===== src/rtl/nnds_pkg.sv =====
// Shared constants, types and helpers for the nearest-neighbour RGB downscaler.
`timescale 1ns / 1ps

package nnds_pkg;

   // Largest frame dimension handled by the counters and sums
   localparam int MAX_DIM   = 4096;

   // Configuration register and port widths
   localparam int CFG_W     = 13;
   localparam int CSR_IDX_W = 8;

   // Effective size, position and running-sum widths
   localparam int DIM_W     = $clog2(MAX_DIM + 1);
   localparam int POS_W     = $clog2(MAX_DIM);
   localparam int SUM_W     = $clog2(MAX_DIM * MAX_DIM + 1);
   localparam int CMP_W     = (DIM_W > CFG_W) ? DIM_W : CFG_W;

   localparam int PIX_W     = 8;

   // Register indexes
   localparam logic [CSR_IDX_W-1:0] CSR_SOURCE_WIDTH  = CSR_IDX_W'(0);
   localparam logic [CSR_IDX_W-1:0] CSR_SOURCE_HEIGHT = CSR_IDX_W'(1);
   localparam logic [CSR_IDX_W-1:0] CSR_TARGET_WIDTH  = CSR_IDX_W'(2);
   localparam logic [CSR_IDX_W-1:0] CSR_TARGET_HEIGHT = CSR_IDX_W'(3);

   // Register reset values
   localparam logic [CFG_W-1:0] SOURCE_WIDTH_RST  = CFG_W'(1280);
   localparam logic [CFG_W-1:0] SOURCE_HEIGHT_RST = CFG_W'(720);
   localparam logic [CFG_W-1:0] TARGET_WIDTH_RST  = CFG_W'(640);
   localparam logic [CFG_W-1:0] TARGET_HEIGHT_RST = CFG_W'(360);

   // Effective frame geometry, all values in 1..MAX_DIM
   typedef struct packed {
      logic [DIM_W-1:0] src_w;
      logic [DIM_W-1:0] src_h;
      logic [DIM_W-1:0] dst_w;
      logic [DIM_W-1:0] dst_h;
   } geom_type;

   // One source pixel
   typedef struct packed {
      logic [PIX_W-1:0] red;
      logic [PIX_W-1:0] green;
      logic [PIX_W-1:0] blue;
      logic             frame_start;
   } pix_type;

   // One selected output pixel
   typedef struct packed {
      logic [PIX_W-1:0] red;
      logic [PIX_W-1:0] green;
      logic [PIX_W-1:0] blue;
      logic             line_end;
      logic             frame_end;
   } rsp_type;

   // Clamp a size to 1..hi
   function automatic logic [DIM_W-1:0] clamp_dim(input logic [CMP_W-1:0] v,
                                                  input logic [CMP_W-1:0] hi);
      logic [CMP_W-1:0] r;
      begin
         if (v == '0) begin
            r = CMP_W'(1);
         end else if (v > hi) begin
            r = hi;
         end else begin
            r = v;
         end
         return DIM_W'(r);
      end
   endfunction

endpackage


===== src/rtl/nearest_neighbor_rgb_downscaler_core.sv =====
// Top level of the streaming nearest-neighbour RGB downscaler.
//
//   Channel   Direction  Handshake              Payload
//   req_      in         req_valid / req_ready  pix_red, pix_green, pix_blue, frame_start
//   rsp_      out        rsp_valid / rsp_ready  out_red, out_green, out_blue, line_end,
//                                               frame_end
//   csr_      in         csr_valid / csr_ready  index, data (13 bits)
//
// One request per cycle while req_ready is high; a selected pixel goes to the result
// register that drives rsp_, or to the skid entry while rsp_ stalls. The counters and
// running sums update in the accepting cycle; the hit test is combinational.
// A two-entry output stage (result register plus skid) holds one extra pixel while rsp_
// stalls; req_ready drops only while both entries are full.
// Synchronous reset restores the default geometry and restarts the frame position.
`timescale 1ns / 1ps

module nearest_neighbor_rgb_downscaler_core (
   input  logic                             clock,
   input  logic                             reset,
   input  logic                             req_valid,
   output logic                             req_ready,
   input  logic [nnds_pkg::PIX_W-1:0]       req_pix_red,
   input  logic [nnds_pkg::PIX_W-1:0]       req_pix_green,
   input  logic [nnds_pkg::PIX_W-1:0]       req_pix_blue,
   input  logic                             req_frame_start,
   output logic                             rsp_valid,
   input  logic                             rsp_ready,
   output logic [nnds_pkg::PIX_W-1:0]       rsp_out_red,
   output logic [nnds_pkg::PIX_W-1:0]       rsp_out_green,
   output logic [nnds_pkg::PIX_W-1:0]       rsp_out_blue,
   output logic                             rsp_line_end,
   output logic                             rsp_frame_end,
   input  logic                             csr_valid,
   output logic                             csr_ready,
   input  logic [nnds_pkg::CSR_IDX_W-1:0]   csr_index,
   input  logic [nnds_pkg::CFG_W-1:0]       csr_data
);
   import nnds_pkg::*;

   geom_type geom;
   pix_type  pix;
   rsp_type  sel_rsp;
   rsp_type  out_rsp;
   logic     accept;
   logic     emit;
   logic     has_room;

   assign req_ready = has_room;
   assign accept    = req_valid && has_room;

   assign pix.red         = req_pix_red;
   assign pix.green       = req_pix_green;
   assign pix.blue        = req_pix_blue;
   assign pix.frame_start = req_frame_start;

   // Configuration registers and clamped geometry
   nnds_csr u_csr (
      .clock     (clock),
      .reset     (reset),
      .csr_valid (csr_valid),
      .csr_ready (csr_ready),
      .csr_index (csr_index),
      .csr_data  (csr_data),
      .geom      (geom)
   );

   // Select pixels by running sums
   nnds_sel u_sel (
      .clock  (clock),
      .reset  (reset),
      .accept (accept),
      .pix    (pix),
      .geom   (geom),
      .emit   (emit),
      .rsp    (sel_rsp)
   );

   // Register and skid the selected pixel
   nnds_out u_out (
      .clock     (clock),
      .reset     (reset),
      .push      (accept && emit),
      .push_data (sel_rsp),
      .has_room  (has_room),
      .rsp_valid (rsp_valid),
      .rsp_ready (rsp_ready),
      .rsp_data  (out_rsp)
   );

   assign rsp_out_red   = out_rsp.red;
   assign rsp_out_green = out_rsp.green;
   assign rsp_out_blue  = out_rsp.blue;
   assign rsp_line_end  = out_rsp.line_end;
   assign rsp_frame_end = out_rsp.frame_end;

endmodule


===== src/rtl/nnds_csr.sv =====
// Configuration registers and effective frame geometry of the downscaler.
`timescale 1ns / 1ps

module nnds_csr (
   input  logic                             clock,
   input  logic                             reset,
   input  logic                             csr_valid,
   output logic                             csr_ready,
   input  logic [nnds_pkg::CSR_IDX_W-1:0]   csr_index,
   input  logic [nnds_pkg::CFG_W-1:0]       csr_data,
   output nnds_pkg::geom_type               geom
);
   import nnds_pkg::*;

   logic [CFG_W-1:0] src_w_ff, src_w_in;
   logic [CFG_W-1:0] src_h_ff, src_h_in;
   logic [CFG_W-1:0] dst_w_ff, dst_w_in;
   logic [CFG_W-1:0] dst_h_ff, dst_h_in;
   logic [DIM_W-1:0] eff_src_w;
   logic [DIM_W-1:0] eff_src_h;

   assign csr_ready = 1'b1;

   // Decode the register write; drop unknown indexes
   always_comb begin
      src_w_in = src_w_ff;
      src_h_in = src_h_ff;
      dst_w_in = dst_w_ff;
      dst_h_in = dst_h_ff;
      if (csr_valid) begin
         unique case (csr_index)
            CSR_SOURCE_WIDTH:  src_w_in = csr_data;
            CSR_SOURCE_HEIGHT: src_h_in = csr_data;
            CSR_TARGET_WIDTH:  dst_w_in = csr_data;
            CSR_TARGET_HEIGHT: dst_h_in = csr_data;
            default: ;
         endcase
      end
   end

   always_ff @(posedge clock) begin
      if (reset) begin
         src_w_ff <= SOURCE_WIDTH_RST;
         src_h_ff <= SOURCE_HEIGHT_RST;
         dst_w_ff <= TARGET_WIDTH_RST;
         dst_h_ff <= TARGET_HEIGHT_RST;
      end else begin
         src_w_ff <= src_w_in;
         src_h_ff <= src_h_in;
         dst_w_ff <= dst_w_in;
         dst_h_ff <= dst_h_in;
      end
   end

   // Clamp source sizes to 1..MAX_DIM, target sizes to 1..source size
   assign eff_src_w = clamp_dim(CMP_W'(src_w_ff), CMP_W'(MAX_DIM));
   assign eff_src_h = clamp_dim(CMP_W'(src_h_ff), CMP_W'(MAX_DIM));

   assign geom.src_w = eff_src_w;
   assign geom.src_h = eff_src_h;
   assign geom.dst_w = clamp_dim(CMP_W'(dst_w_ff), CMP_W'(eff_src_w));
   assign geom.dst_h = clamp_dim(CMP_W'(dst_h_ff), CMP_W'(eff_src_h));

endmodule


===== src/rtl/nnds_sel.sv =====
// Position counters, running sums and pixel selection of the downscaler.
`timescale 1ns / 1ps

module nnds_sel (
   input  logic               clock,
   input  logic               reset,
   input  logic               accept,
   input  nnds_pkg::pix_type  pix,
   input  nnds_pkg::geom_type geom,
   output logic               emit,
   output nnds_pkg::rsp_type  rsp
);
   import nnds_pkg::*;

   logic [POS_W-1:0] src_col_ff, src_col_in;
   logic [POS_W-1:0] src_row_ff, src_row_in;
   logic [DIM_W-1:0] out_col_ff, out_col_in;
   logic [DIM_W-1:0] out_row_ff, out_row_in;
   logic [SUM_W-1:0] col_src_sum_ff, col_src_sum_in;
   logic [SUM_W-1:0] col_dst_sum_ff, col_dst_sum_in;
   logic [SUM_W-1:0] row_src_sum_ff, row_src_sum_in;
   logic [SUM_W-1:0] row_dst_sum_ff, row_dst_sum_in;

   // Position seen by this request, after a frame-start restart
   logic [POS_W-1:0] cur_src_col, cur_src_row;
   logic [DIM_W-1:0] cur_out_col, cur_out_row;
   logic [SUM_W-1:0] cur_col_src, cur_col_dst, cur_row_src, cur_row_dst;
   logic             col_hit, row_hit, line_done, frame_done, line_end;

   assign cur_src_col = pix.frame_start ? '0 : src_col_ff;
   assign cur_src_row = pix.frame_start ? '0 : src_row_ff;
   assign cur_out_col = pix.frame_start ? '0 : out_col_ff;
   assign cur_out_row = pix.frame_start ? '0 : out_row_ff;
   assign cur_col_src = pix.frame_start ? '0 : col_src_sum_ff;
   assign cur_col_dst = pix.frame_start ? '0 : col_dst_sum_ff;
   assign cur_row_src = pix.frame_start ? '0 : row_src_sum_ff;
   assign cur_row_dst = pix.frame_start ? '0 : row_dst_sum_ff;

   // A column or row is hit while the next target position still maps onto it
   assign col_hit = (cur_out_col < geom.dst_w) &&
                    (cur_col_dst < cur_col_src + SUM_W'(geom.dst_w));
   assign row_hit = (cur_out_row < geom.dst_h) &&
                    (cur_row_dst < cur_row_src + SUM_W'(geom.dst_h));

   assign line_done  = (DIM_W'(cur_src_col) >= geom.src_w - DIM_W'(1));
   assign frame_done = (DIM_W'(cur_src_row) >= geom.src_h - DIM_W'(1));
   assign line_end   = (cur_out_col == geom.dst_w - DIM_W'(1));

   assign emit          = col_hit && row_hit;
   assign rsp.red       = pix.red;
   assign rsp.green     = pix.green;
   assign rsp.blue      = pix.blue;
   assign rsp.line_end  = line_end;
   assign rsp.frame_end = line_end && (cur_out_row == geom.dst_h - DIM_W'(1));

   // Advance counters and sums; restart at line and frame ends
   always_comb begin
      src_col_in     = cur_src_col;
      src_row_in     = cur_src_row;
      out_col_in     = cur_out_col;
      out_row_in     = cur_out_row;
      col_src_sum_in = cur_col_src;
      col_dst_sum_in = cur_col_dst;
      row_src_sum_in = cur_row_src;
      row_dst_sum_in = cur_row_dst;
      if (col_hit) begin
         out_col_in     = cur_out_col + DIM_W'(1);
         col_dst_sum_in = cur_col_dst + SUM_W'(geom.src_w);
      end
      if (line_done) begin
         src_col_in     = '0;
         out_col_in     = '0;
         col_src_sum_in = '0;
         col_dst_sum_in = '0;
         if (frame_done) begin
            src_row_in     = '0;
            out_row_in     = '0;
            row_src_sum_in = '0;
            row_dst_sum_in = '0;
         end else begin
            if (row_hit) begin
               out_row_in     = cur_out_row + DIM_W'(1);
               row_dst_sum_in = cur_row_dst + SUM_W'(geom.src_h);
            end
            src_row_in     = cur_src_row + POS_W'(1);
            row_src_sum_in = cur_row_src + SUM_W'(geom.dst_h);
         end
      end else begin
         src_col_in     = cur_src_col + POS_W'(1);
         col_src_sum_in = cur_col_src + SUM_W'(geom.dst_w);
      end
   end

   always_ff @(posedge clock) begin
      if (reset) begin
         src_col_ff     <= '0;
         src_row_ff     <= '0;
         out_col_ff     <= '0;
         out_row_ff     <= '0;
         col_src_sum_ff <= '0;
         col_dst_sum_ff <= '0;
         row_src_sum_ff <= '0;
         row_dst_sum_ff <= '0;
      end else if (accept) begin
         src_col_ff     <= src_col_in;
         src_row_ff     <= src_row_in;
         out_col_ff     <= out_col_in;
         out_row_ff     <= out_row_in;
         col_src_sum_ff <= col_src_sum_in;
         col_dst_sum_ff <= col_dst_sum_in;
         row_src_sum_ff <= row_src_sum_in;
         row_dst_sum_ff <= row_dst_sum_in;
      end
   end

endmodule


===== src/rtl/nnds_out.sv =====
// Result register with a skid stage for the downscaler's output channel.
`timescale 1ns / 1ps

module nnds_out (
   input  logic              clock,
   input  logic              reset,
   input  logic              push,
   input  nnds_pkg::rsp_type push_data,
   output logic              has_room,
   output logic              rsp_valid,
   input  logic              rsp_ready,
   output nnds_pkg::rsp_type rsp_data
);
   import nnds_pkg::*;

   logic    main_valid_ff, main_valid_in;
   logic    skid_valid_ff, skid_valid_in;
   rsp_type main_ff, main_in;
   rsp_type skid_ff, skid_in;
   logic    pop;

   assign has_room  = !skid_valid_ff;
   assign rsp_valid = main_valid_ff;
   assign rsp_data  = main_ff;
   assign pop       = main_valid_ff && rsp_ready;

   // Hold order: the skid entry always drains into the main register first
   always_comb begin
      main_valid_in = main_valid_ff;
      skid_valid_in = skid_valid_ff;
      main_in       = main_ff;
      skid_in       = skid_ff;
      if (skid_valid_ff) begin
         if (pop) begin
            main_in       = skid_ff;
            skid_valid_in = 1'b0;
         end
      end else if (push) begin
         if (!main_valid_ff || pop) begin
            main_in       = push_data;
            main_valid_in = 1'b1;
         end else begin
            skid_in       = push_data;
            skid_valid_in = 1'b1;
         end
      end else if (pop) begin
         main_valid_in = 1'b0;
      end
   end

   always_ff @(posedge clock) begin
      if (reset) begin
         main_valid_ff <= 1'b0;
         skid_valid_ff <= 1'b0;
      end else begin
         main_valid_ff <= main_valid_in;
         skid_valid_ff <= skid_valid_in;
      end
   end

   always_ff @(posedge clock) begin
      main_ff <= main_in;
      skid_ff <= skid_in;
   end

endmodule

===== config.mk =====
export PLATFORM = sky130hd
export DESIGN_NAME = nearest_neighbor_rgb_downscaler_core
export DESIGN_NICKNAME = d
export VERILOG_FILES = /design/src/rtl/nnds_pkg.sv /design/src/rtl/nearest_neighbor_rgb_downscaler_core.sv /design/src/rtl/nnds_csr.sv /design/src/rtl/nnds_sel.sv /design/src/rtl/nnds_out.sv
export SDC_FILE = /design/constraint.sdc
export NUM_CORES = 1
export LEC_CHECK = 0
export BUFFER_PORTS_ARGS = -buffer_cell sky130_fd_sc_hd__buf_2
export CAP_MARGIN = 15
export CORE_MARGIN = 3
export CORE_UTILIZATION = 45
export DETAILED_ROUTE_END_ITERATION = 7
export PLACE_DENSITY = 0.64
export SLEW_MARGIN = 20
export SYNTH_ARGS = -nofsm -noshare
export SYNTH_HDL_FRONTEND = slang
export SYNTH_HIERARCHICAL = 1
export SYNTH_SLANG_ARGS = --single-unit
export TNS_END_PERCENT = 50

===== constraint.sdc =====
create_clock -name clock -period 12.92 [get_ports clock]
set_clock_uncertainty 0.2 [all_clocks]
set_input_delay 2.584 -clock clock [delete_from_list [all_inputs] [get_ports clock]]
set_output_delay 2.584 -clock clock [all_outputs]
set_load 0.05 [all_outputs]

# Word-level counts from Yosys, hierarchy flattened

Index checks and enable logic that the tools add are counted.

Bitwise gates (word level): 2
Div/mod/pow operators: 0
Shift-type cells: 0
Eq/ne operators: 7
$mul: 0
Reductions and logical operators: 25
$lt $le $gt $ge: 10
Add/subtract/negate cells: 12
Multiplexer cells: 43

Operators with widths:

| kind                    | count |
|---|---|
| $mux W25                | 12 |
| $mux W13                | 15 |
| $mux W26                | 4 |
| $add A25 B13 Y25        | 4 |
| $mux W12                | 5 |
| $logic_not A13 Y1       | 4 |
| $sub A13 B1 Y13 const B | 4 |
| $lt A25 B25 Y1          | 2 |
| $add A13 B1 Y13 const B | 2 |
| $eq A13 B13 Y1          | 2 |
| $ge A12 B13 Y1          | 2 |
| $gt A13 B13 Y1          | 2 |
| $gt A13 B13 Y1 const B  | 2 |
| $lt A13 B13 Y1          | 2 |
| $add A12 B1 Y12 const B | 2 |
| $eq A8 B2 Y1 const B    | 2 |
| $reduce_and A3 Y1       | 3 |
| $eq A8 B1 Y1 const B    | 1 |
| $logic_not A8 Y1        | 1 |
| $reduce_and A2 Y1       | 4 |
| $logic_and A1 B1 Y1     | 7 |
| $mux W1                 | 7 |
| $reduce_bool A2 Y1      | 3 |
| $ne A2 B2 Y1 const B    | 2 |
| 3 further kinds         | 5 |

RAM bits: 0
Bits in latches: 0
ROM bits: 0
Bits of input ports: 51
Register bits: 256
Memories kept: 0

# Longest topological paths before layout

Gate-level depths: netlist of the first run.

Word-level depth: 13
Gate-level depth with buffers: 32

# By module

Netlist of the first run, hierarchy kept.

By module, submodules not included:

| module                               | instances | seq. area each (um^2) | cells each | area an instance (um^2) |
|---|---|---|---|---|
| nnds_sel                             | 1         | 3002.9                | 1819       | 14014.7 |
| nnds_csr                             | 1         | 1041.0                | 398        | 3337.0 |
| nnds_out                             | 1         | 1601.5                | 94         | 1985.7 |
| nearest_neighbor_rgb_downscaler_core | 1         | 0.0                   | 2          | 12.5 |

# Worst setup path after synthesis of the first run

No wires, ideal clock.

Path type: input to register
From: in req_frame_start
To: reg u_out.main_ff, in the netlist u_out/rsp_data[0] (enable)
Path slack: 1.856 ns
Data required time: 12.302 ns
Arrival time: 10.446 ns
Cell stages on the path: 30
Path through: clkbuf_1 > clkbuf_1 > buf_1 > clkbuf_1 > clkbuf_1 > clkbuf_1 > clkbuf_1 > nor2b_1 > ha_1 > fa_1 > a211oi_1 > o21a_1 > o211ai_1 > a31oi_1 > o21bai_1 > and4_1 > xor2_1 > nand2b_1 > ha_1 > nand4_1 > nor3_1 > a221o_1 > or4_1 > nor3b_1 > buf_2 > buf_2 > and2_1 > and3_1 > mux2i_1 > a21oi_1

Longest elaborated chain between the ends: 8
Elaborated cells between the ends (all ways): 18
Those cells by class: add/sub (2); order compare (4); mux (6); reduce/logical (6)

Ends and longest elaborated chain:

| element                                       | RTL line                                   | source |
|---|---|---|
| start, declared                               | nearest_neighbor_rgb_downscaler_core.sv:25 | `input logic req_frame_start,` |
| $mux W25, on equally long branches            | nnds_sel.sv:34, nnds_sel.sv:36             |  |
| $add A25 B13 Y25, on equally long branches    | nnds_sel.sv:41, nnds_sel.sv:43             |  |
| $lt A25 B25 Y1, on equally long branches      | nnds_sel.sv:41, nnds_sel.sv:43             |  |
| $logic_and A1 B1 Y1, on equally long branches | nnds_sel.sv:40, nnds_sel.sv:42             |  |
| $logic_and A1 B1 Y1 *                         | nnds_sel.sv:49                             | `assign emit = col_hit && row_hit;` |
| named net emit                                | nearest_neighbor_rgb_downscaler_core.sv:45 | `logic emit;` |
| $logic_and A1 B1 Y1 *                         | nearest_neighbor_rgb_downscaler_core.sv:82 | `.push (accept && emit),` |
| $reduce_bool A2 Y1 (no source line) *         | n/a                                        |  |
| $reduce_and A3 Y1 (no source line) *          | n/a                                        |  |
| end signal, assigned                          | nnds_out.sv:62                             | `main_ff <= main_in;` |
| end, declared                                 | nnds_out.sv:18                             | `rsp_type main_ff, main_in;` |

The timed path passes the listed nets; every way through them passes the cells marked *.
A chain may end at the register's enable or synchronous reset.

==> results.tsv, run 1 <==
stage	metric	value	unit
status	status	finished, final reports clean	
die	die_area	45520	um2
die	io_pins	80	
clocking	numClockSinks	256	
pwr	netSwitchingFraction	0.2647	
clocking	cts_tree	built	
logic_synthesis	synth_edf_count	52	
pwr	fin_total_pwr	2031	uW
logic_synthesis	synthTopCellsByCount	dfxtp_1, nor2_1, ha_1	
logic_synthesis	synth-seq-cells	256	
clocking	htreeDepth	2	
worst_setup_path	path_buf_inv	2	
worst_setup_path	max_stage_delay	0.77	ns
placement	dp_slack	3.656	ns
logic_synthesis	syn-cell-area	19350	um2
clocking	cts_buffers	34	
logic_synthesis	synth_fp_nets	2552	
pwr	p_int	1494	uW
route	vias	17200	
worst_setup_path	cp_common_cell	ha_1	
sta	min_period	9.105	ns
route	totalWireLength	53780	um
sta	hold_violations	0	
pwr	powerDensity	96.02	nW/um2
worst_setup_path	crit_arrival	9.08	ns
sta	rsz0062_at_grt	false	
logic_synthesis	ys_types	96	
worst_setup_path	r2r_setup_slack	3.82	ns
die	die_h	213.4	um
sta	worst_slew_pin_slew	1.128	ns
logic_synthesis	synth_ff_type	dfxtp_1	
sta	finalSetupViolCount	0	
logic_synthesis	synth_area_leader_cell	dfxtp_1	
logic_synthesis	syn_area_per_cell	8.366	um2
grt	antenna_found_initial	0	
logic_synthesis	yosysWarnings	6	
worst_setup_path	worstSetupPathType	flip-flop to flip-flop	
logic_synthesis	yosysMostFrequentCell	dfxtp_1	
grt	grtUsageTotal	0.2327	
grt	grt_pass1_vias	16380	
pwr	p_leak	0.008791	uW
grt	grt_pass1_wl	85760	um
route	drtAntennaViolNets	0	
logic_synthesis	synth_top_area_share	0.2111	
route	drt-initial-drc-count	1437	
placement	gp_congestion	0.9001	
sta	timing.final.ws_setup	3.815	ns
run	maxCapViolations	0	
pwr	peakVddDrop	0.00009541	V
clocking	insertion_delay	0.56	ns
layout	area_delta_synth_final	9.331	%
worst_setup_path	crit_slowest_cell	nor3b_1	
placement	placed_area	19980	um2
logic_synthesis	syn_inst	2313	
clocking	cts_setup_buffers	0	
sta	holdWs	0.2417	ns
route	post_drt_via_cell_ratio	5.956	
route	dr.pass1.iters	5	
route	post-route-drc-count	0	
pwr	p_clk_frac	0.489	
clocking	clockBufferDepth	3	
placement	dp.final_hpwl	38950	um
worst_setup_path	worstPathRequired	12.89	ns
clocking	holdBufCountCts	0	
die	core-area	42230	um2
grt	grt_max_degree	93	
pwr	p_sw	537.7	uW
worst_setup_path	critPathLaunchType	flip-flop	
logic_synthesis	ys_seq_area_frac	0.2918	
worst_setup_path	crit_family	simple AND/OR/NAND/NOR gates	
layout	num_antenna_cells	0	
sta	fin_crit_sh	0.7047	
die	start_util	0.4582	
layout	fin_area	21160	um2
clocking	root_buffer	clkbuf_16	
sta	final_max_slew_viol_count	0	
logic_synthesis	synthArstFlopShare	0	
pwr	comb_power_share	0.095	
pwr	seqPwrFrac	0.416	
sta	slew_headroom	0.2413	
sta	fmax	109.8	MHz
sta	tns	0	ns
die	placementRows	75	
grt	overflow	0	
clocking	path_clk_slew	0.06	ns
die	die-width	213.4	um
route	wl_per_cell	18.63	um
worst_setup_path	end_kind	flip-flop	
worst_setup_path	cp_max_fo	26	
logic_synthesis	synth_area_leaders	dfxtp_1, ha_1, edfxtp_1, xnor2_1, nor2_1	
placement	port_buffers	78	
clocking	post_cts_resized	0	
layout	drive_gt1_frac	0.09625	
min_path	hold_class	flip-flop to flip-flop	
layout	nets	2561	
-- worst register-to-register path, delay by kind of cell, from the launching register on --
kind            cells  cell delay [ns]
fa+ha+maj           4             1.26
simple gates       14             4.21
compound gates      7             1.86
buf+inv             2             0.60
flops               1             0.37
xor+xnor            1             0.20
-- registers in the layout (all words and copies together), names as in the netlist --
name,flops
u_out/rsp_data,26
u_out/skid_ff,26
u_sel/col_dst_sum_ff,25
u_sel/col_src_sum_ff,25
u_sel/row_dst_sum_ff,25
u_sel/row_src_sum_ff,25
u_csr/dst_h_ff,13
u_csr/dst_w_ff,13
u_csr/src_h_ff,13
u_csr/src_w_ff,13
u_sel/out_col_ff,13
u_sel/out_row_ff,13
u_sel/src_col_ff,12
u_sel/src_row_ff,12
u_out/rsp_valid,1
u_out/skid_valid_ff,1
-- power groups by stage --
stage	Combinational (uW)	Clock, uW	Sequential [uW]
after detailed placement	191	0	863
after CTS	192	1020	845
after global routing	208	1050	847
final	193	994	845
after global placement	189	0	862
after floorplan	98.8	0	903
-- stage by stage --
step / util / std cells
final: 0.5010 / 2887
after global routing: 0.5010 / 2887
after detailed placement: 0.4732 / 2825
after CTS: 0.5009 / 2887
after global placement: 0.4732 / 2825
after floorplan: - / 2313
-- final cells by class --
type                       instances  area, um2
sequential                       256       5645
inverter                         118      442.9
timing repair buffer              98      545.5
fill                            3967      21070
tap                              539      674.4
clock inverter                    11      165.2
multi-input combinational       1814      12680
clock buffer                      51       1006
-- worst paths after layout --
kind	from	cells past startpoint	to
setup / recovery	u_csr/src_h_ff[12]	28	u_out/skid_ff[18]
hold / removal	u_sel/col_dst_sum_ff[4]	2	u_sel/col_dst_sum_ff[4]
setup reg to reg	u_csr/src_h_ff[12]	28	u_out/skid_ff[18]
hold reg to reg	u_sel/col_dst_sum_ff[4]	2	u_sel/col_dst_sum_ff[4]
-- cells in the final DEF, fill, tap and decap left out, types with 21 or more instances in the layout --
cell	instances
and2_1	21
nor2b_1	116
xor2_1	39
edfxtp_1	52
mux2i_1	51
buf_4	22
buf_2	76
nor4_1	24
and3_1	32
nand3_1	84
nand2_1	175
a21o_1	28
or3_1	21
clkbuf_16	35
nand4_1	48
dfxtp_1	204
nand2b_1	52
a21oi_1	116
a211oi_1	21
nor3_1	55
a31oi_1	23
xnor2_1	86
o21ai_0	112
ha_1	184
nor2_1	196
inv_1	117
mux2_2	29
-- kinds of logic after synthesis --
kind of cell               after synthesis  synth area share
adders and majority gates              188            0.1231
xor gates and xnor gates               125           0.05658
buffers and inverters                  243           0.05445
and+or+nand+nor                        904            0.2458
muxes                                   89           0.05005
AOI/OAI and AO/OA                      507            0.1780
DFF                                    256            0.2918
other                                    1         0.0001938
-- routing by layer --
metal | GRT usage | share of wire
met4 | 0.07748 | 0.024
met2 | 0.3769 | 0.45
met5 | 0 | 0
met3 | 0.03965 | 0.068
met1 | 0.3168 | 0.46
(Power assumes the default switching activity.)
==> inputs of run 2 (changes only) <==
Clock period 12.92 ns to 8.75 ns, I/O delays scaled along.
==> run 2 against run 1 <==
Cell area rose by 0.95%. Count of clock-buffer cells in the layout fell by 10. Die area did not move. Hold slack barely moved. Cell count rose by 0.35%. Sequential share of layout area fell by 0.25 points. Combinational power rose by 50%.
==> results.tsv, run 2 (synthesis gave the netlist of run 1 again) <==
stage	metric	value	unit	change
grt	antenna_found_initial	2		+2
route	totalWireLength	53810	um	about the same
layout	num_antenna_cells	0		unchanged
grt	grtUsageTotal	0.2307		-0.001980
clocking	path_clk_slew	0.06	ns	about the same
route	dr.pass1.iters	5		unchanged
worst_setup_path	r2r_start	u_csr/src_w_ff[12]		
placement	gp_congestion	0.9296		+3.3%
run	maxCapViolations	0		unchanged
clocking	holdBufCountCts	0		unchanged
status	status	finished, final reports clean		
min_path	hold_path_depth	2		unchanged
worst_setup_path	worstSetupPathType	flip-flop to flip-flop		
pwr	comb_power_share	0.094		about the same
pwr	fin_total_pwr	3059	uW	+51%
die	start_util	0.4582		unchanged
worst_setup_path	end_kind	flip-flop		
grt	grt_pass1_vias	16120		-1.6%
route	drt-initial-drc-count	1237		-14%
worst_setup_path	worstPathRequired	8.75	ns	-4.14 ns
pwr	powerDensity	143.2	nW/um2	+49%
die	die_h	213.4	um	unchanged
worst_setup_path	reg2reg_to	u_out/skid_ff[15]		
worst_setup_path	cp_max_fo	26		unchanged
die	placementRows	75		unchanged
grt	grt_pass1_wl	84900	um	-1.0%
sta	worst_slew_pin_slew	0.9843	ns	-0.1441 ns
clocking	cts_buffers	34		unchanged
route	wl_per_cell	18.57	um	-0.29%
pwr	seqPwrFrac	0.408		-0.008
pwr	p_clk_frac	0.498		+0.009
sta	fmax	119.8	MHz	+9.1%
sta	min_period	8.346	ns	-0.7593 ns
layout	final_common_cell	dfxtp_1		
pwr	netSwitchingFraction	0.2601		-0.004644
sta	slew_headroom	0.3398		+0.09854
sta	hold_violations	0		unchanged
pwr	p_int	2264	uW	+52%
route	vias	17290		+0.55%
layout	area_delta_synth_final	10.37	%	
worst_setup_path	critPathLaunchType	flip-flop		
die	die-width	213.4	um	unchanged
sta	fin_crit_sh	0.9538		+0.2491
worst_setup_path	r2r_setup_slack	0.40	ns	-3.41 ns
layout	nets	2572		+0.43%
pwr	p_leak	0.008898	uW	+1.2%
die	io_pins	80		unchanged
clocking	numClockSinks	256		unchanged
pwr	peakVddDrop	0.0001572	V	+65%
clocking	clockBufferDepth	3		unchanged
route	drtAntennaViolNets	0		unchanged
min_path	min_from	u_sel/col_dst_sum_ff[4]		
grt	overflow	0		unchanged
sta	final_max_slew_viol_count	0		unchanged
placement	dp.final_hpwl	39310	um	+0.91%
clocking	insertion_delay	0.56	ns	about the same
clocking	cts_tree	built		
clocking	htreeDepth	2		unchanged
pwr	p_sw	795.6	uW	+48%
worst_setup_path	crit_arrival	8.35	ns	-0.73 ns
min_path	holdPathEnd	u_sel/col_dst_sum_ff[4]		
route	post_drt_via_cell_ratio	5.968		+0.21%
route	post-route-drc-count	0		unchanged
die	die_area	45520	um2	unchanged
sta	finalSetupViolCount	0		unchanged
sta	holdWs	0.2417	ns	+0.00004300 ns
die	core-area	42230	um2	unchanged
grt	grt_max_degree	90		-3.2%
worst_setup_path	ff2ff_path_depth	26		-7.1%
min_path	hold_class	flip-flop to flip-flop		
layout	drive_gt1_frac	0.1077		+0.01147
placement	port_buffers	78		unchanged
layout	final_cell_mix	dfxtp_1, nor2_1, ha_1		
clocking	root_buffer	clkbuf_16		
==> run 2: changes by cell type in the layout (fill, tap and decap cells not counted), sizes merged <==
cell | before | now
clkinv | 5 | 12
buf | 98 | 109
bufinv | 3 | 6
inv | 119 | 116
clkinvlp | 2 | 4
clkbuf | 51 | 41
==> run 2: metrics by stage <==
stage	area [um2]	TNS [ns]	std cells	utilization	worst slack (ns)
floorplan	19380	0	2313	-	0.09115
global placement	20050	-8.411	2833	0.4748	-0.2449
detailed placement	20050	-11.98	2833	0.4748	-0.2924
CTS	21280	0	2894	0.5040	0.1629
global route	21360	-0.005853	2897	0.5057	-0.002975
finish	21360	0	2897	0.5057	0.4043
==> run 2: cell type report <==
class                      instances  area, um2
fill                            4032      20870
multi-input combinational       1814      12730
sequential                       256       5647
clock buffer                      41      938.4
tap                              539      674.4
timing repair buffer             109      635.6
inverter                         118      446.7
clock inverter                    20      284.0
==> run 2: power by group through the flow <==
| stage | clock [uW] | combinational, uW | sequential, uW |
|---|---|---|---|
| finish | 1520 | 289 | 1250 |
| global route | 1600 | 310 | 1250 |
| CTS | 1570 | 287 | 1250 |
| detailed placement | 0 | 286 | 1270 |
| global placement | 0 | 283 | 1270 |
| floorplan | 0 | 148 | 1330 |
==> run 2: timing repair <==
action                     CTS  global route
gates resized for setup      4            12
setup endpoints to repair   63           117
buffers inserted             0             3
==> run 2: worst max-delay path, stage by stage (launching register included) <==
cell,delay [ns]
dfxtp_2,0.44
clkinvlp_4,0.22
buf_4,0.20
ha_1,0.28
nand4_1,0.16
or4_1,0.65
a21boi_0,0.19
o221ai_2,0.36
ha_1,0.25
inv_1,0.06
fa_1,0.40
nor2b_1,0.17
o2111ai_1,0.16
nand3_1,0.19
a31oi_1,0.15
o21ai_1,0.15
buf_4,0.16
or4b_2,0.65
xnor2_1,0.16
ha_1,0.28
nor2b_1,0.17
a2111oi_2,0.52
o31ai_1,0.30
a2111oi_4,0.51
and2_1,0.24
and3_1,0.24
and4_4,0.50
==> run 2: routing by layer <==
metal  up-vias  GRT usage  wire length (um)
li1       8412          -                 -
met1      8257     0.3178             25160
met2       522     0.3666             23610
met3        97    0.03702              3304
met4         2    0.08614              1733
met5         -          0                 7
==> run 2: how the worst max path moves through the flow <==
stage / cells after the start / end / from / slack [ns]
6_report: 26 / u_out/skid_ff[15] / u_csr/src_w_ff[12] / 0.40
5_1_grt: 26 / u_out/skid_ff[15] / u_csr/src_w_ff[12] / -0.003
4_1_cts: 28 / u_out/rsp_data[12] / u_csr/src_w_ff[12] / 0.16
3_5_place_dp: 26 / u_out/skid_ff[7] / u_csr/src_w_ff[12] / -0.29
3_3_place_gp: 26 / u_out/skid_ff[19] / u_csr/src_w_ff[12] / -0.24
2_1_floorplan: 30 / u_out/rsp_data[0] / req_frame_start / 0.09
==> inputs of run 3 (changes only) <==
Settings changed: CAP_MARGIN 15 to 20, SYNTH_HIERARCHICAL 1 to not set.
==> run 3 against run 2 <==
Core utilization rose by 1.3 points. Cell area rose by 0.61%. Worst setup slack improved by 0.083 ns. Flip-flop and latch count did not move. Sequential share of layout area fell by 0.16 points. Count of clock-buffer cells in the layout rose by 2. Critical path depth rose by 8. Total power fell by 9.5%. Maximum frequency rose by 1.0%. Critical path type unchanged.
==> results.tsv, run 3 <==
stage	metric	value	unit	change
logic_synthesis	yosysWarnings	0		-6
sta	worst_slew_pin_slew	0.9971	ns	+0.01280 ns
min_path	min_from	u_sel.row_dst_sum_ff[12]		
pwr	powerDensity	128.9	nW/um2	-10%
pwr	peakVddDrop	0.0001183	V	-25%
logic_synthesis	synth_area_leaders	dfxtp_1, ha_1, edfxtp_1, mux2i_1, nand2_1		
clocking	cts_tree	built		
clocking	clockBufferDepth	3		unchanged
worst_setup_path	r2r_start	u_csr.src_h_ff[6]		
grt	grt_max_degree	80		-11%
clocking	root_buffer	clkbuf_16		
clocking	htreeDepth	1		-1
layout	fin_area	21490	um2	+0.61%
min_path	hold_class	flip-flop to flip-flop		
layout	num_antenna_cells	0		unchanged
layout	drive_gt1_frac	0.1106		+0.002845
logic_synthesis	synth_edf_count	52		unchanged
layout	final_cell_mix	nand2_1, nor2_1, dfxtp_1		
sta	finalSetupViolCount	0		unchanged
sta	final_max_slew_viol_count	0		unchanged
pwr	fin_total_pwr	2770	uW	-9.5%
logic_synthesis	synth-seq-cells	256		unchanged
worst_setup_path	cp_max_fo	8		-69%
layout	area_delta_synth_final	12.54	%	
worst_setup_path	crit_slowest_cell	or4_1		
logic_synthesis	synth_top_area_share	0.2139		+0.002849
clocking	insertion_delay	0.57	ns	about the same
route	drt-initial-drc-count	1319		+6.6%
sta	fin_crit_sh	0.9443		-0.009458
worst_setup_path	worstPathRequired	8.84	ns	+0.09 ns
layout	fin_util	0.5192		+0.01342
placement	dp.final_hpwl	42600	um	+8.4%
clocking	holdBufCountCts	0		unchanged
sta	slew_headroom	0.3345		-0.005306
logic_synthesis	yosysMostFrequentCell	nand2_1		
min_path	holdPathEnd	u_sel.row_dst_sum_ff[12]		
layout	nets	2649		+3.0%
sta	hold_violations	0		unchanged
worst_setup_path	max_stage_delay	0.63	ns	-0.02 ns
placement	port_buffers	78		unchanged
worst_setup_path	crit_arrival	8.35	ns	about the same
sta	timing.final.ws_setup	0.4871	ns	+0.08276 ns
route	post-route-drc-count	0		unchanged
placement	placed_area	20230	um2	+0.90%
logic_synthesis	ys_types	84		-13%
worst_setup_path	critPathLaunchType	flip-flop		
status	status	finished, final reports clean		
sta	min_period	8.263	ns	-0.08276 ns
die	die_h	212.0	um	-0.65%
logic_synthesis	syn-cell-area	19090	um2	-1.3%
die	placementRows	74		-1.3%
route	drtAntennaViolNets	0		unchanged
grt	grt_pass1_wl	91780	um	+8.1%
run	maxCapViolations	0		unchanged
placement	dp_slack	0.08019	ns	+0.3726 ns
logic_synthesis	synth_ff_type	dfxtp_1		
route	post_drt_via_cell_ratio	5.979		+0.18%
worst_setup_path	r2r_setup_slack	0.49	ns	+0.08 ns
logic_synthesis	syn_inst	2338		+1.1%
route	wl_per_cell	19.52	um	+5.1%
clocking	numClockSinks	256		unchanged
grt	grt_pass1_vias	17240		+6.9%
sta	fmax	121.0	MHz	+1.0%
logic_synthesis	synth_area_leader_cell	dfxtp_1		
worst_setup_path	worstSetupPathType	flip-flop to flip-flop		
die	core-area	41390	um2	-2.0%
logic_synthesis	synthArstFlopShare	0		unchanged
clocking	path_clk_slew	0.06	ns	about the same
logic_synthesis	syn_area_per_cell	8.166	um2	-2.4%
die	die-width	212.0	um	-0.65%
grt	antenna_found_initial	0		-2
die	io_pins	80		unchanged
logic_synthesis	ys_seq_area_frac	0.2957		+0.003939
die	start_util	0.4613		+0.003081
pwr	p_leak	0.009272	uW	+4.2%
route	totalWireLength	57890	um	+7.6%
layout	final_common_cell	nand2_1		
route	dr.pass1.iters	5		unchanged
min_path	hold_path_depth	2		unchanged
sta	holdWs	0.2450	ns	+0.003268 ns
die	die_area	44930	um2	-1.3%
worst_setup_path	reg2reg_to	u_out.skid_ff[0]		
placement	gp_congestion	0.9071		-2.4%
worst_setup_path	end_kind	flip-flop		
worst_setup_path	ff2ff_path_depth	34		+31%
route	vias	17730		+2.5%
logic_synthesis	synthTopCellsByCount	nand2_1, nor2_1, dfxtp_1		
grt	grtUsageTotal	0.2513		+0.02054
clocking	cts_buffers	30		-12%
logic_synthesis	synth_fp_nets	2577		+0.98%
grt	overflow	0		unchanged
run 3: cell count changes in the layout (fill, tap and decap cells not counted), moves of 13 or more:
cell	before	now
o211ai_1	16	32
mux2i_1	51	85
nor2_1	196	211
a211o_1	20	7
nand2b_1	52	9
nand2_1	175	221
nor3_1	54	67
buf_4	31	60
o21a_1	10	26
run 3: repair_timing:
item	CTS	global route
resized for setup	0	33
endpoints found under the hold margin	0	0
buffers inserted	0	10
setup endpoints to repair	0	123
run 3: critical path, delay by kind of cell (launching register included):
kind / cells / cell delay (ns)
xor gates and xnor gates: 1 / 0.16
and+or+nand+nor: 9 / 2.15
DFF: 1 / 0.32
AOI/OAI and AO/OA: 17 / 3.76
adders and majority gates: 3 / 0.81
buffers and inverters: 4 / 0.57
run 3: cells by family after synthesis:
| kind of cell | count (synthesis) | share of synthesized area |
|---|---|---|
| mux | 110 | 0.05931 |
| simple gates | 908 | 0.2365 |
| compound gates | 541 | 0.1878 |
| xor+xnor | 109 | 0.05072 |
| fa+ha+maj | 188 | 0.1248 |
| flops | 256 | 0.2957 |
| other cells | 1 | 0.0001964 |
| buf+inv | 225 | 0.04502 |
run 3: final cells by class:
type / count / area (um2)
multi-input cells: 1857 / 12790
flip-flops and latches: 256 / 5647
repair buffers: 143 / 958.4
clock inverters: 12 / 113.9
well taps: 532 / 665.6
clock buffers: 43 / 850.8
inverters: 122 / 465.4
fillers: 3886 / 19900
run 3: per-layer routing:
metal	part of all wire	GRT usage
met1	0.45	0.3285
met4	0.044	0.1157
met3	0.053	0.03320
met5	0	0
met2	0.46	0.4142
run 3: report_power, final:
part,total (uW),switching [uW],internal [uW]
combinational,277,200,77.2
clock,1250,519,730
sequential,1240,10.8,1230
run 3: how the worst max path moves through the flow:
stage	from	to	slack, ns	cells past startpoint
2_1_floorplan	req_frame_start	u_out.skid_ff[0]	0.03	30
3_3_place_gp	u_csr.src_h_ff[6]	u_sel.row_dst_sum_ff[23]	0.27	35
3_5_place_dp	u_csr.src_h_ff[6]	u_sel.row_dst_sum_ff[23]	0.08	35
4_1_cts	u_csr.src_h_ff[6]	u_sel.row_dst_sum_ff[23]	0.03	35
5_1_grt	u_csr.src_h_ff[6]	u_sel.row_dst_sum_ff[23]	-0.03	36
6_report	u_csr.src_h_ff[6]	u_out.skid_ff[0]	0.49	34
run 3: metrics by stage:
step,setup TNS (ns),cells
2_1_floorplan,0,2338
6_report,0,2965
5_1_grt,-0.2450,2965
4_1_cts,0,2952
3_5_place_dp,0,2897
3_3_place_gp,0,2897
